===== config.mk =====
export PLATFORM = sky130hd
export DESIGN_NAME = rover_throttle_steer_mixer
export DESIGN_NICKNAME = d
export VERILOG_FILES = /design/src/hw/rtl/rtsm_pkg.sv /design/src/hw/rtl/rtsm_divider.sv /design/src/hw/rtl/rtsm_sqrt.sv /design/src/hw/rtl/rover_throttle_steer_mixer.sv
export SDC_FILE = /design/constraint.sdc
export NUM_CORES = 2
export LEC_CHECK = 0
export BUFFER_PORTS_ARGS = -buffer_cell sky130_fd_sc_hd__buf_2
export CAP_MARGIN = 20
export CORE_MARGIN = 2
export CORE_UTILIZATION = 28
export CTS_CLUSTER_SIZE = 20
export DETAILED_ROUTE_END_ITERATION = 10
export PLACE_DENSITY_LB_ADDON = 0.08
export REMOVE_ABC_BUFFERS = 1
export SYNTH_ARGS = -nofsm -noshare
export SYNTH_HDL_FRONTEND = slang
export SYNTH_SLANG_ARGS = --single-unit

===== constraint.sdc =====
create_clock -name clk -period 9.95 [get_ports clk]
set_input_delay 1.99 -clock clk [delete_from_list [all_inputs] [get_ports clk]]
set_output_delay 1.99 -clock clk [all_outputs]
set_load 0.02 [all_outputs]

===== src/hw/rtl/rtsm_pkg.sv =====
// Package for the rover throttle and steering mixer.
// A shared constant and the sequencer handshake struct; no dependencies.
`default_nettype none
package rtsm_pkg;
  localparam int unsigned Q8Full = 25600;

  typedef struct packed {
    logic start;
    logic busy;
  } seq_ctl_t;
endpackage
`default_nettype wire


===== src/hw/rtl/rtsm_divider.sv =====
// Unsigned restoring divider, one quotient bit per cycle.
// Uses rtsm_pkg for the start and busy handshake struct.
`default_nettype none
module rtsm_divider #(
  parameter int unsigned W = 48
) (
  input  wire logic             clk,
  input  wire logic             rst_n,
  input  wire rtsm_pkg::seq_ctl_t ctl,
  input  wire logic [W-1:0]     num,
  input  wire logic [W-1:0]     den,
  output logic                  done,
  output logic [W-1:0]          quo
);
  localparam int unsigned CW = $clog2(W + 1);
  logic [W-1:0]  q_r, d_r;
  logic [W:0]    rem_r;
  logic [CW-1:0] cnt_r;
  logic          run_r;
  logic [W:0]    trial;

  assign trial = {rem_r[W-1:0], q_r[W-1]} - {1'b0, d_r};
  assign quo   = q_r;
  assign done  = run_r && (cnt_r == CW'(0));

  always_ff @(posedge clk) begin
    if (!rst_n) begin
      run_r <= 1'b0;
      cnt_r <= '0;
    end else if (ctl.start) begin
      run_r <= 1'b1;
      cnt_r <= CW'(W);
      q_r   <= num;
      d_r   <= den;
      rem_r <= '0;
    end else if (run_r) begin
      if (cnt_r == CW'(0)) begin
        run_r <= 1'b0;
      end else begin
        cnt_r <= cnt_r - CW'(1);
        if (!trial[W]) begin
          rem_r <= trial;
          q_r   <= {q_r[W-2:0], 1'b1};
        end else begin
          rem_r <= {rem_r[W-1:0], q_r[W-1]};
          q_r   <= {q_r[W-2:0], 1'b0};
        end
      end
    end
  end
endmodule
`default_nettype wire


===== src/hw/rtl/rtsm_sqrt.sv =====
// Integer square root, one result bit per cycle (two radicand bits).
// Uses rtsm_pkg for the start and busy handshake struct.
`default_nettype none
module rtsm_sqrt (
  input  wire logic               clk,
  input  wire logic               rst_n,
  input  wire rtsm_pkg::seq_ctl_t ctl,
  input  wire logic [47:0]        rad,
  output logic                    done,
  output logic [23:0]             root
);
  logic [47:0] x_r;
  logic [25:0] rem_r;
  logic [23:0] r_r;
  logic [4:0]  cnt_r;
  logic        run_r;
  logic [25:0] cand, trial;

  assign cand  = {rem_r[23:0], x_r[47:46]};
  assign trial = cand - {r_r, 2'b01};
  assign root  = r_r;
  assign done  = run_r && (cnt_r == 5'd0);

  always_ff @(posedge clk) begin
    if (!rst_n) begin
      run_r <= 1'b0;
      cnt_r <= '0;
    end else if (ctl.start) begin
      run_r <= 1'b1;
      cnt_r <= 5'd24;
      x_r   <= rad;
      rem_r <= '0;
      r_r   <= '0;
    end else if (run_r) begin
      if (cnt_r == 5'd0) begin
        run_r <= 1'b0;
      end else begin
        cnt_r <= cnt_r - 5'd1;
        x_r   <= {x_r[45:0], 2'b00};
        if (!trial[25]) begin
          rem_r <= trial;
          r_r   <= {r_r[22:0], 1'b1};
        end else begin
          rem_r <= cand;
          r_r   <= {r_r[22:0], 1'b0};
        end
      end
    end
  end
endmodule
`default_nettype wire


===== src/hw/rtl/rover_throttle_steer_mixer.sv =====
// Rover throttle and steering output mixer, top level.
// A beat makes up to four passes through the shared bit-serial divider and one pass of the
// square root unit when every stage runs; a disarmed beat with the slew limit off uses neither.
// One beat is worked at a time; the result sits in an output register and the
// next input beat is taken the cycle after that register is emptied.
// Reset (rst_n low, synchronous) restores register defaults and clears history.
`default_nettype none
module rover_throttle_steer_mixer (
  input  wire logic        clk,
  input  wire logic        rst_n,
  input  wire logic        in_tvalid,
  output logic             in_tready,
  // tdata: throttle_in[15:0], steer_in[29:16], speed[45:30], elapsed_ms[55:46],
  // now_ms[87:56], zero fill to 96 bits
  input  wire logic [95:0] in_tdata,
  // tuser: armed
  input  wire logic        in_tuser,
  output logic             out_tvalid,
  input  wire logic        out_tready,
  // tdata: throttle_out[15:0], steer_out[29:16], zero fill to 32 bits
  output logic [31:0]      out_tdata,
  // tuser: throttle_zero_pwm, limit_steer_left, limit_steer_right,
  // limit_throttle_lower, limit_throttle_upper (lowest bit first)
  output logic [4:0]       out_tuser,
  input  wire logic        cfg_psel,
  input  wire logic        cfg_penable,
  input  wire logic        cfg_pwrite,
  input  wire logic [4:0]  cfg_paddr,
  input  wire logic [31:0] cfg_pwdata,
  output logic [31:0]      cfg_prdata,
  output logic             cfg_pready
);
  localparam logic [2:0] RegTmin = 3'd0, RegExpo = 3'd1, RegBase = 3'd2, RegSmax = 3'd3,
                         RegTmax = 3'd4, RegSlew = 3'd5, RegRdly = 3'd6, RegScal = 3'd7;

  typedef enum logic [3:0] {
    S_IDLE, S_SLEW, S_STEER, S_MIN, S_MINW, S_RAD, S_SQRT, S_CDIV, S_CDIVW,
    S_HOLD, S_OUT
  } state_t;

  // Configuration registers.
  logic [14:0] tmin_r, base_r, tmax_r;
  logic signed [9:0] expo_r;
  logic [12:0] smax_r;
  logic [9:0]  slew_r;
  logic [13:0] rdly_r;
  logic        scal_r;

  assign cfg_pready = 1'b1;
  always_comb begin
    unique case (cfg_paddr[4:2])
      RegTmin: cfg_prdata = {17'd0, tmin_r};
      RegExpo: cfg_prdata = {{22{expo_r[9]}}, expo_r};
      RegBase: cfg_prdata = {17'd0, base_r};
      RegSmax: cfg_prdata = {19'd0, smax_r};
      RegTmax: cfg_prdata = {17'd0, tmax_r};
      RegSlew: cfg_prdata = {22'd0, slew_r};
      RegRdly: cfg_prdata = {18'd0, rdly_r};
      default: cfg_prdata = {31'd0, scal_r};
    endcase
  end

  always_ff @(posedge clk) begin
    if (!rst_n) begin
      tmin_r <= '0; expo_r <= '0; base_r <= '0; smax_r <= 13'd4500;
      tmax_r <= 15'd25600; slew_r <= '0; rdly_r <= '0; scal_r <= 1'b1;
    end else if (cfg_psel && cfg_penable && cfg_pwrite) begin
      unique case (cfg_paddr[4:2])
        RegTmin: tmin_r <= cfg_pwdata[14:0];
        RegExpo: expo_r <= cfg_pwdata[9:0];
        RegBase: base_r <= cfg_pwdata[14:0];
        RegSmax: smax_r <= cfg_pwdata[12:0];
        RegTmax: tmax_r <= cfg_pwdata[14:0];
        RegSlew: slew_r <= cfg_pwdata[9:0];
        RegRdly: rdly_r <= cfg_pwdata[13:0];
        default: scal_r <= cfg_pwdata[0];
      endcase
    end
  end

  // Working registers.
  state_t state_r;
  logic armed_r;
  logic signed [15:0] thr_in_r, speed_r;
  logic signed [13:0] steer_r;
  logic [9:0]  dt_r;
  logic [31:0] now_r;
  logic signed [16:0] thr_r;      // slew-limited throttle
  logic signed [16:0] prev_r, lnz_r;
  logic [31:0] lot_r;
  logic [15:0] mag_r;
  logic        neg_r;
  logic signed [47:0] acc_r;      // curve numerator work value
  logic        cneg_r;
  logic [1:0]  phase_r;           // sequencing step for the divider and square root states
  logic [47:0] dnum_r, dden_r;
  logic        lim_l_r, lim_r_r;
  logic signed [14:0] st_r;
  logic [15:0] thr_out_r;
  logic [13:0] steer_out_r;
  logic [4:0]  flags_r;
  logic        ovalid_r;

  rtsm_pkg::seq_ctl_t div_ctl, sq_ctl;
  logic        div_done, sq_done;
  logic [47:0] div_q, sq_rad;
  logic [23:0] sq_root;
  logic        div_go, sq_go;

  assign div_ctl = '{start: div_go, busy: 1'b0};
  assign sq_ctl  = '{start: sq_go, busy: 1'b0};

  rtsm_divider #(.W(48)) u_div (
    .clk(clk), .rst_n(rst_n), .ctl(div_ctl), .num(dnum_r), .den(dden_r),
    .done(div_done), .quo(div_q)
  );
  rtsm_sqrt u_sqrt (
    .clk(clk), .rst_n(rst_n), .ctl(sq_ctl), .rad(sq_rad), .done(sq_done), .root(sq_root)
  );

  assign in_tready  = (state_r == S_IDLE) && !ovalid_r;
  assign out_tvalid = ovalid_r;
  assign out_tdata  = {2'b00, steer_out_r, thr_out_r};
  assign out_tuser  = flags_r;

  // Combinational helpers.
  logic signed [16:0] speed_abs;
  logic signed [20:0] step_s, lo_s, hi_s, thr_c;
  logic [15:0] mn;
  logic signed [10:0] e_a;
  logic signed [47:0] rad_s, num_s;
  logic [15:0] mag_sat;
  logic signed [16:0] tout_s;
  logic [31:0] since;
  logic opposite;
  logic signed [14:0] smax_s;
  logic signed [16:0] tmax_s;

  assign speed_abs = speed_r[15] ? -17'(speed_r) : 17'(speed_r);
  // The slew step reaches about 268000 at the widest settings.
  assign step_s = 21'(div_q[19:0]);
  assign lo_s   = 21'(prev_r) - step_s;
  assign hi_s   = 21'(prev_r) + step_s;
  assign mn     = (tmin_r > 15'd25600) ? 16'd25600 : {1'b0, tmin_r};
  assign e_a    = 11'(expo_r) - 11'sd256;
  assign mag_sat = (mag_r > 16'd25600) ? 16'd25600 : mag_r;
  assign tout_s = neg_r ? -17'(mag_sat) : 17'(mag_sat);
  assign since  = now_r - lot_r;
  assign opposite = (tout_s < 0 && lnz_r > 0) || (tout_s > 0 && lnz_r < 0);
  // Limits as signed values so that negative steering and throttle compare correctly.
  assign smax_s = signed'({2'b00, smax_r});
  assign tmax_s = signed'({2'b00, tmax_r});

  always_comb begin
    thr_c = 21'(thr_in_r);
    if (thr_c < lo_s) thr_c = lo_s;
    if (thr_c > hi_s) thr_c = hi_s;
  end

  // 25*a*a + e*mag; a*a registered in acc_r first.
  assign rad_s = 48'sd25 * acc_r + 48'(expo_r) * 48'(signed'({1'b0, mag_r}));
  assign num_s = 48'sd10 * (48'sd1280 * 48'(e_a) + 48'(sq_root));
  assign sq_rad = (acc_r < 0) ? 48'd0 : {acc_r[31:0], 16'd0};

  always_ff @(posedge clk) begin
    div_go <= 1'b0;
    sq_go  <= 1'b0;
    if (!rst_n) begin
      state_r  <= S_IDLE;
      ovalid_r <= 1'b0;
      prev_r   <= '0;
      lnz_r    <= '0;
      lot_r    <= '0;
      phase_r  <= '0;
    end else begin
      if (ovalid_r && out_tready) ovalid_r <= 1'b0;
      unique case (state_r)
        S_IDLE: if (in_tvalid && in_tready) begin
          thr_in_r <= in_tdata[15:0];
          steer_r  <= in_tdata[29:16];
          speed_r  <= in_tdata[45:30];
          dt_r     <= in_tdata[55:46];
          now_r    <= in_tdata[87:56];
          armed_r  <= in_tuser;
          dnum_r   <= 48'(slew_r) * 48'(dt_r) ;
          phase_r  <= '0;
          state_r  <= S_SLEW;
        end
        S_SLEW: begin
          // Step = slew*dt*256/1000 on the divider.
          if (slew_r == 10'd0) begin
            thr_r <= 17'(thr_in_r);
            prev_r <= 17'(thr_in_r);
            state_r <= S_STEER;
            phase_r <= '0;
          end else if (phase_r == 2'd0) begin
            dnum_r  <= {20'd0, 20'(slew_r) * 20'(dt_r), 8'd0};
            dden_r  <= 48'd1000;
            div_go  <= 1'b1;
            phase_r <= 2'd1;
          end else if (phase_r == 2'd1) begin
            phase_r <= 2'd2;
          end else if (div_done) begin
            thr_r   <= 17'(thr_c);
            prev_r  <= 17'(thr_c);
            phase_r <= '0;
            state_r <= S_STEER;
          end
        end
        S_STEER: begin
          st_r <= 15'(steer_r);
          lim_l_r <= 1'b0;
          lim_r_r <= 1'b0;
          if (!armed_r) begin
            thr_out_r <= '0;
            state_r <= S_OUT;
          end else if (!scal_r) begin
            if (thr_r < 0) st_r <= -15'(steer_r);
            state_r <= S_MIN;
          end else if (base_r != 15'd0 && speed_abs > 17'(base_r)) begin
            if (phase_r == 2'd0) begin
              dnum_r  <= 48'(steer_r[13] ? -15'(steer_r) : 15'(steer_r)) * 48'(base_r);
              dden_r  <= 48'(speed_abs);
              div_go  <= 1'b1;
              phase_r <= 2'd1;
            end else if (phase_r == 2'd1) begin
              phase_r <= 2'd2;
            end else if (div_done) begin
              // Quotient sign is steer sign, flipped again when reversing.
              st_r <= (steer_r[13] ^ speed_r[15]) ? -15'(div_q[14:0]) : 15'(div_q[14:0]);
              phase_r <= '0;
              state_r <= S_MIN;
            end
          end else begin
            lim_l_r <= 1'b1;
            lim_r_r <= 1'b1;
            if (speed_r[15]) st_r <= -15'(steer_r);
            state_r <= S_MIN;
          end
        end
        S_MIN: begin
          neg_r <= thr_r < 0;
          mag_r <= thr_r[16] ? 16'(-thr_r) : 16'(thr_r);
          dnum_r <= 48'(thr_r[16] ? 16'(-thr_r) : 16'(thr_r)) * 48'(16'd25600 - mn);
          dden_r <= 48'd25600;
          if (thr_r == 0) begin
            mag_r <= '0;
            state_r <= S_HOLD;
          end else if (mn != 16'd0) begin
            div_go  <= 1'b1;
            phase_r <= 2'd1;
            state_r <= S_MINW;
          end else begin
            state_r <= S_RAD;
          end
        end
        S_MINW: begin
          if (phase_r == 2'd1) phase_r <= 2'd2;
          else if (div_done) begin
            mag_r   <= mn + div_q[15:0];
            phase_r <= '0;
            state_r <= S_RAD;
          end
        end
        S_RAD: begin
          if (expo_r == 10'sd0) begin
            state_r <= S_HOLD;
          end else if (phase_r == 2'd0) begin
            if (mag_r > 16'd25600) mag_r <= 16'd25600;
            acc_r   <= 48'(e_a) * 48'(e_a);
            phase_r <= 2'd1;
          end else if (phase_r == 2'd1) begin
            acc_r   <= rad_s;
            phase_r <= 2'd2;
          end else begin
            sq_go   <= 1'b1;
            phase_r <= 2'd3;
            state_r <= S_SQRT;
          end
        end
        S_SQRT: begin
          if (phase_r == 2'd3) phase_r <= 2'd0;
          else if (sq_done) begin
            acc_r   <= num_s;
            state_r <= S_CDIV;
          end
        end
        S_CDIV: begin
          // Truncating signed division by expo via magnitudes.
          cneg_r  <= acc_r[47] ^ expo_r[9];
          dnum_r  <= acc_r[47] ? 48'(-acc_r) : 48'(acc_r);
          dden_r  <= expo_r[9] ? 48'(-48'(expo_r)) : 48'(expo_r);
          div_go  <= 1'b1;
          phase_r <= 2'd1;
          state_r <= S_CDIVW;
        end
        S_CDIVW: begin
          if (phase_r == 2'd1) phase_r <= 2'd2;
          else if (div_done) begin
            phase_r <= '0;
            if (cneg_r || div_q == 48'd0) mag_r <= '0;
            else if (div_q > 48'd25600) mag_r <= 16'd25600;
            else mag_r <= div_q[15:0];
            state_r <= S_HOLD;
          end
        end
        S_HOLD: begin
          thr_out_r <= 16'(tout_s);
          if (rdly_r != 14'd0 && tout_s != 0) begin
            if (opposite && since < 32'(rdly_r)) thr_out_r <= '0;
            else begin
              lot_r <= now_r;
              lnz_r <= tout_s;
            end
          end
          state_r <= S_OUT;
        end
        default: begin
          ovalid_r <= 1'b1;
          steer_out_r <= (st_r > smax_s) ? 14'(smax_s) :
                         (st_r < -smax_s) ? 14'(-smax_s) : 14'(st_r);
          flags_r <= {thr_r >= tmax_s, thr_r <= -tmax_s,
                      lim_r_r || (st_r >= smax_s),
                      lim_l_r || (st_r <= -smax_s), !armed_r};
          state_r <= S_IDLE;
        end
      endcase
    end
  end
endmodule
`default_nettype wire


==> out/qor.csv <==
stage,metric,value,unit
job,number of max-cap violations,0,
worst_setup_path,Critical Path Sink,dnum_r[47]$_DFFE_PP_,
global_routing,GRT overflow,0,
worst_setup_path,Worst Setup End Kind,flop,
final_layout,final instance area,103800,sq um
clocking,CTS tree,yes,
yosys,Synthesis Warnings,0,
die,Initial Util,28.10,%
die,die height,577.0,um
worst_hold_path,Hold WC Path Type,reg -> reg,
yosys,synthesized flop and latch total,692,
placement,Post-Place Setup Slack,-0.1860,ns
yosys,most frequent cell after synthesis,inv_1,
worst_setup_path,"slowest stage delay, CP",0.52,ns
worst_setup_path,worst r2r path cells,31,
worst_setup_path,CP required,10.40,ns
timing,Setup-failing EPs final,0,
worst_setup_path,WP data arrival,9.90,ns
worst_setup_path,RR Startpoint,steer_r[1]$_DFFE_PP_,
yosys,top-area cell type share of the netlist area,25.06,%
worst_setup_path,Critical Path Source Type,flop,
yosys,"Cell Area, Synth",91940,sq um
die,cell row count,210,
die,Die X,577.0,um
yosys,Yosys cell types,98,
global_routing,Global Route Usage Sum,19.73,%
worst_setup_path,Critical Path Slowest Stage Cell,fa_1,
detailed_routing,vias,71870,
global_routing,initial antenna violation count,13,
power,pwr/cell area,285.0,nW/um^2
timing,Worst Clk Skew,0.08019,ns
outcome,outcome,finished clean,
yosys,top post-synthesis cells by area,"fa_1 (25%), edfxtp_1 (17%), ha_1 (13%)",
die,io pins,213,
timing,slew of the pin with the lowest slew margin,1.168,ns
power,P_leak,46.87,nW
detailed_routing,WL final,329.0,mm
clocking,Clock Latency Late Sink,0.78,ns
placement,dpl cells,14710,
yosys,Syn Inst Count,9985,
final_layout,Nets,12700,
yosys,"EDFF count, synth",511,
detailed_routing,WL/cell,22.08,um
timing,final period utilization,95.00,%
global_routing,vias in the first global route,74240,
die,core box area,327100,sq um
worst_setup_path,FF-to-FF End,dnum_r[47]$_DFFE_PP_,
detailed_routing,DR vias/cell,4.823,
timing,PnR worst setup slack,0.4971,ns
timing,Hold Slack,0.4104,ns
final_layout,fin util,31.72,%
detailed_routing,remaining antenna violation count,0,
global_routing,pin count of the biggest net entering global routing,66,
worst_setup_path,CP max FO,11,
timing,slew margin rel.,22.15,%
clocking,clock root cell,clkbuf_16,
die,die area,332900,sq um
timing,Highest Clock Rate,105.8,MHz
timing,Final Hold Fails,0,
yosys,asr flop ratio synth,0,%
clocking,number of H-tree levels,3,
global_routing,first-pass GRT wire length,492.0,mm
yosys,Commonest cells post-synth,"inv_1 (1,501), fa_1 (1,151), nand2_1 (1,121)",
detailed_routing,drt drc,0,
final_layout,synthesis-to-layout area growth,12.87,%
yosys,"area leader, netlist",fa_1,
yosys,sequential area share after synthesis,20.63,%
worst_setup_path,Crit path top cell by count,fa_1,
final_layout,FILL cells,34430,
placement,count of buffers from port buffering,182,
power,VDD IR-drop max,0.7398,mV
clocking,worst-case clock buffer depth,3,
placement,Placed Area,100200,sq um
yosys,most common flop cell mapped by yosys,edfxtp_1,
detailed_routing,DR iter-0 viols,4543,
clocking,CTS Sinks,692,
worst_setup_path,worst reg-to-reg setup slack,0.50,ns
final_layout,Post-Layout Cell Count,14900,
detailed_routing,Initial DRT Pass Iterations,6,
clocking,clock slew at reported path FFs,0.06,ns
worst_setup_path,CP startpoint,steer_r[1]$_DFFE_PP_,
final_layout,ratio of cells with drive above 1 in the final layout,7.668,%
worst_setup_path,WS Path Type,reg -> reg,
clocking,CTS buffer count,94,
placement,GPL Wtd Cong,0.8737,
placement,DPL Wire Length,270.3,mm
yosys,Syn Area/Cell,9.207,sq um
timing,final max-slew violation count,0,
timing,Tmin final,9.453,ns
==> cell type report <==
| type | instances | area, sq um | area share, % |
|---|---|---|---|
| clock buffer | 115 | 2504 | 2.413 |
| sequential | 692 | 18980 | 18.29 |
| tap | 4346 | 5438 | 5.240 |
| antenna | 5 | 12.51 | 0.01206 |
| multi-input combinational | 7687 | 67050 | 64.61 |
| clock inverter | 63 | 873.3 | 0.8416 |
| timing repair buffer | 488 | 3256 | 3.137 |
| inverter | 1506 | 5658 | 5.452 |
==> cells in the final DEF (no fill, tap or decap), drive strengths merged, types with 116 or more instances in the layout <==
master,instances
xor2,150
conb,340
a21oi,565
and2,239
fa,1151
xnor2,367
nand3,130
ha,943
buf,486
nand2,1121
o21ai,385
nor3,116
clkbuf,117
nor2,580
edfxtp,511
dfxtp,181
inv,1514
a21o,187
==> worst max-delay path, delay by kind of cell, from the launching register on <==
family          cells  cell delay (ns)
flops               1             0.48
fa+ha+maj           8             3.55
compound gates     10             2.59
xor+xnor            2             0.64
buf+inv             6             0.85
simple gates        5             1.08
==> routing by layer <==
metal | wire (um) | vias to the layer above | track usage, % | share of wire [%]
met4 | 9820 | 0 | 5.237 | 3.0
met5 | 0 | - | 0 | 0
li1 | - | 33850 | - | -
met2 | 155000 | 1378 | 33.03 | 47
met1 | 152500 | 36370 | 27.17 | 46
met3 | 11660 | 270 | 1.803 | 3.5
==> registers in the layout, indices dropped and copies added (netlist names), 17 cells and up <==
signal,count
acc_r,48
u_sqrt.x_r,32
lot_r,32
dnum_r,48
lnz_r,17
dden_r,32
u_sqrt.root,24
u_div.rem_r,48
thr_r,17
u_sqrt.rem_r,24
u_div.quo,48
now_r,32
prev_r,17
u_div.d_r,32
==> through the flow <==
step,power [mW],TNS (ns)
2_1_floorplan,16.33,0
3_3_place_gp,25.85,-1.650
3_5_place_dp,25.79,-0.8237
4_1_cts,29.78,0
5_1_grt,32.28,-0.06759
6_report,29.58,0
==> worst min path at each step <==
stage | endpoint | startpoint | slack [ns] | cells after the start
floorplan | u_div.d_r[0]$_DFFE_PP_ | dden_r[0]$_DFFE_PP_ | 0.40 | 0
global placement | u_div.d_r[44]$_DFFE_PP_ | dden_r[44]$_DFFE_PP_ | 0.40 | 0
detailed placement | u_div.d_r[35]$_DFFE_PP_ | dden_r[35]$_DFFE_PP_ | 0.40 | 0
CTS | u_div.d_r[5]$_DFFE_PP_ | dden_r[5]$_DFFE_PP_ | 0.41 | 0
global route | u_div.d_r[5]$_DFFE_PP_ | dden_r[5]$_DFFE_PP_ | 0.41 | 0
finish | u_div.d_r[5]$_DFFE_PP_ | dden_r[5]$_DFFE_PP_ | 0.41 | 0
==> cells by family (layout without fill, tap and decap cells) <==
| logic type | count (synthesis) | after routing | share of synthesized area (%) |
|---|---|---|---|
| and+or+nand+nor | 2719 | 2719 | 13.72 |
| muxes | 119 | 119 | 1.405 |
| other | 2 | 345 | 0.008169 |
| DFF | 692 | 692 | 20.63 |
| xor gates and xnor gates | 517 | 517 | 4.942 |
| buffers and inverters | 1944 | 2172 | 8.081 |
| adders and majority gates | 2094 | 2094 | 37.90 |
| AOI/OAI and AO/OA | 1898 | 1898 | 13.32 |
==> where the power goes <==
part | switching, mW | internal (mW) | leakage (nW) | total, mW
sequential | 0.281 | 3.55 | 6.13 | 3.83
combinational | 13.8 | 8.19 | 39.1 | 22.0
clock | 1.57 | 2.17 | 1.63 | 3.74
total | 15.7 | 13.9 | 46.9 | 29.6
==> repair_timing <==
action,4_1_cts,5_1_grt
pin swaps,0,4
endpoints found under the setup margin,13,20
hold buffers,0,0
gates resized for setup,2,26
cloned,0,1
setup buffers,0,1
hold endpoints to repair,0,0
No activity file was read; power rests on OpenSTA's default activity.
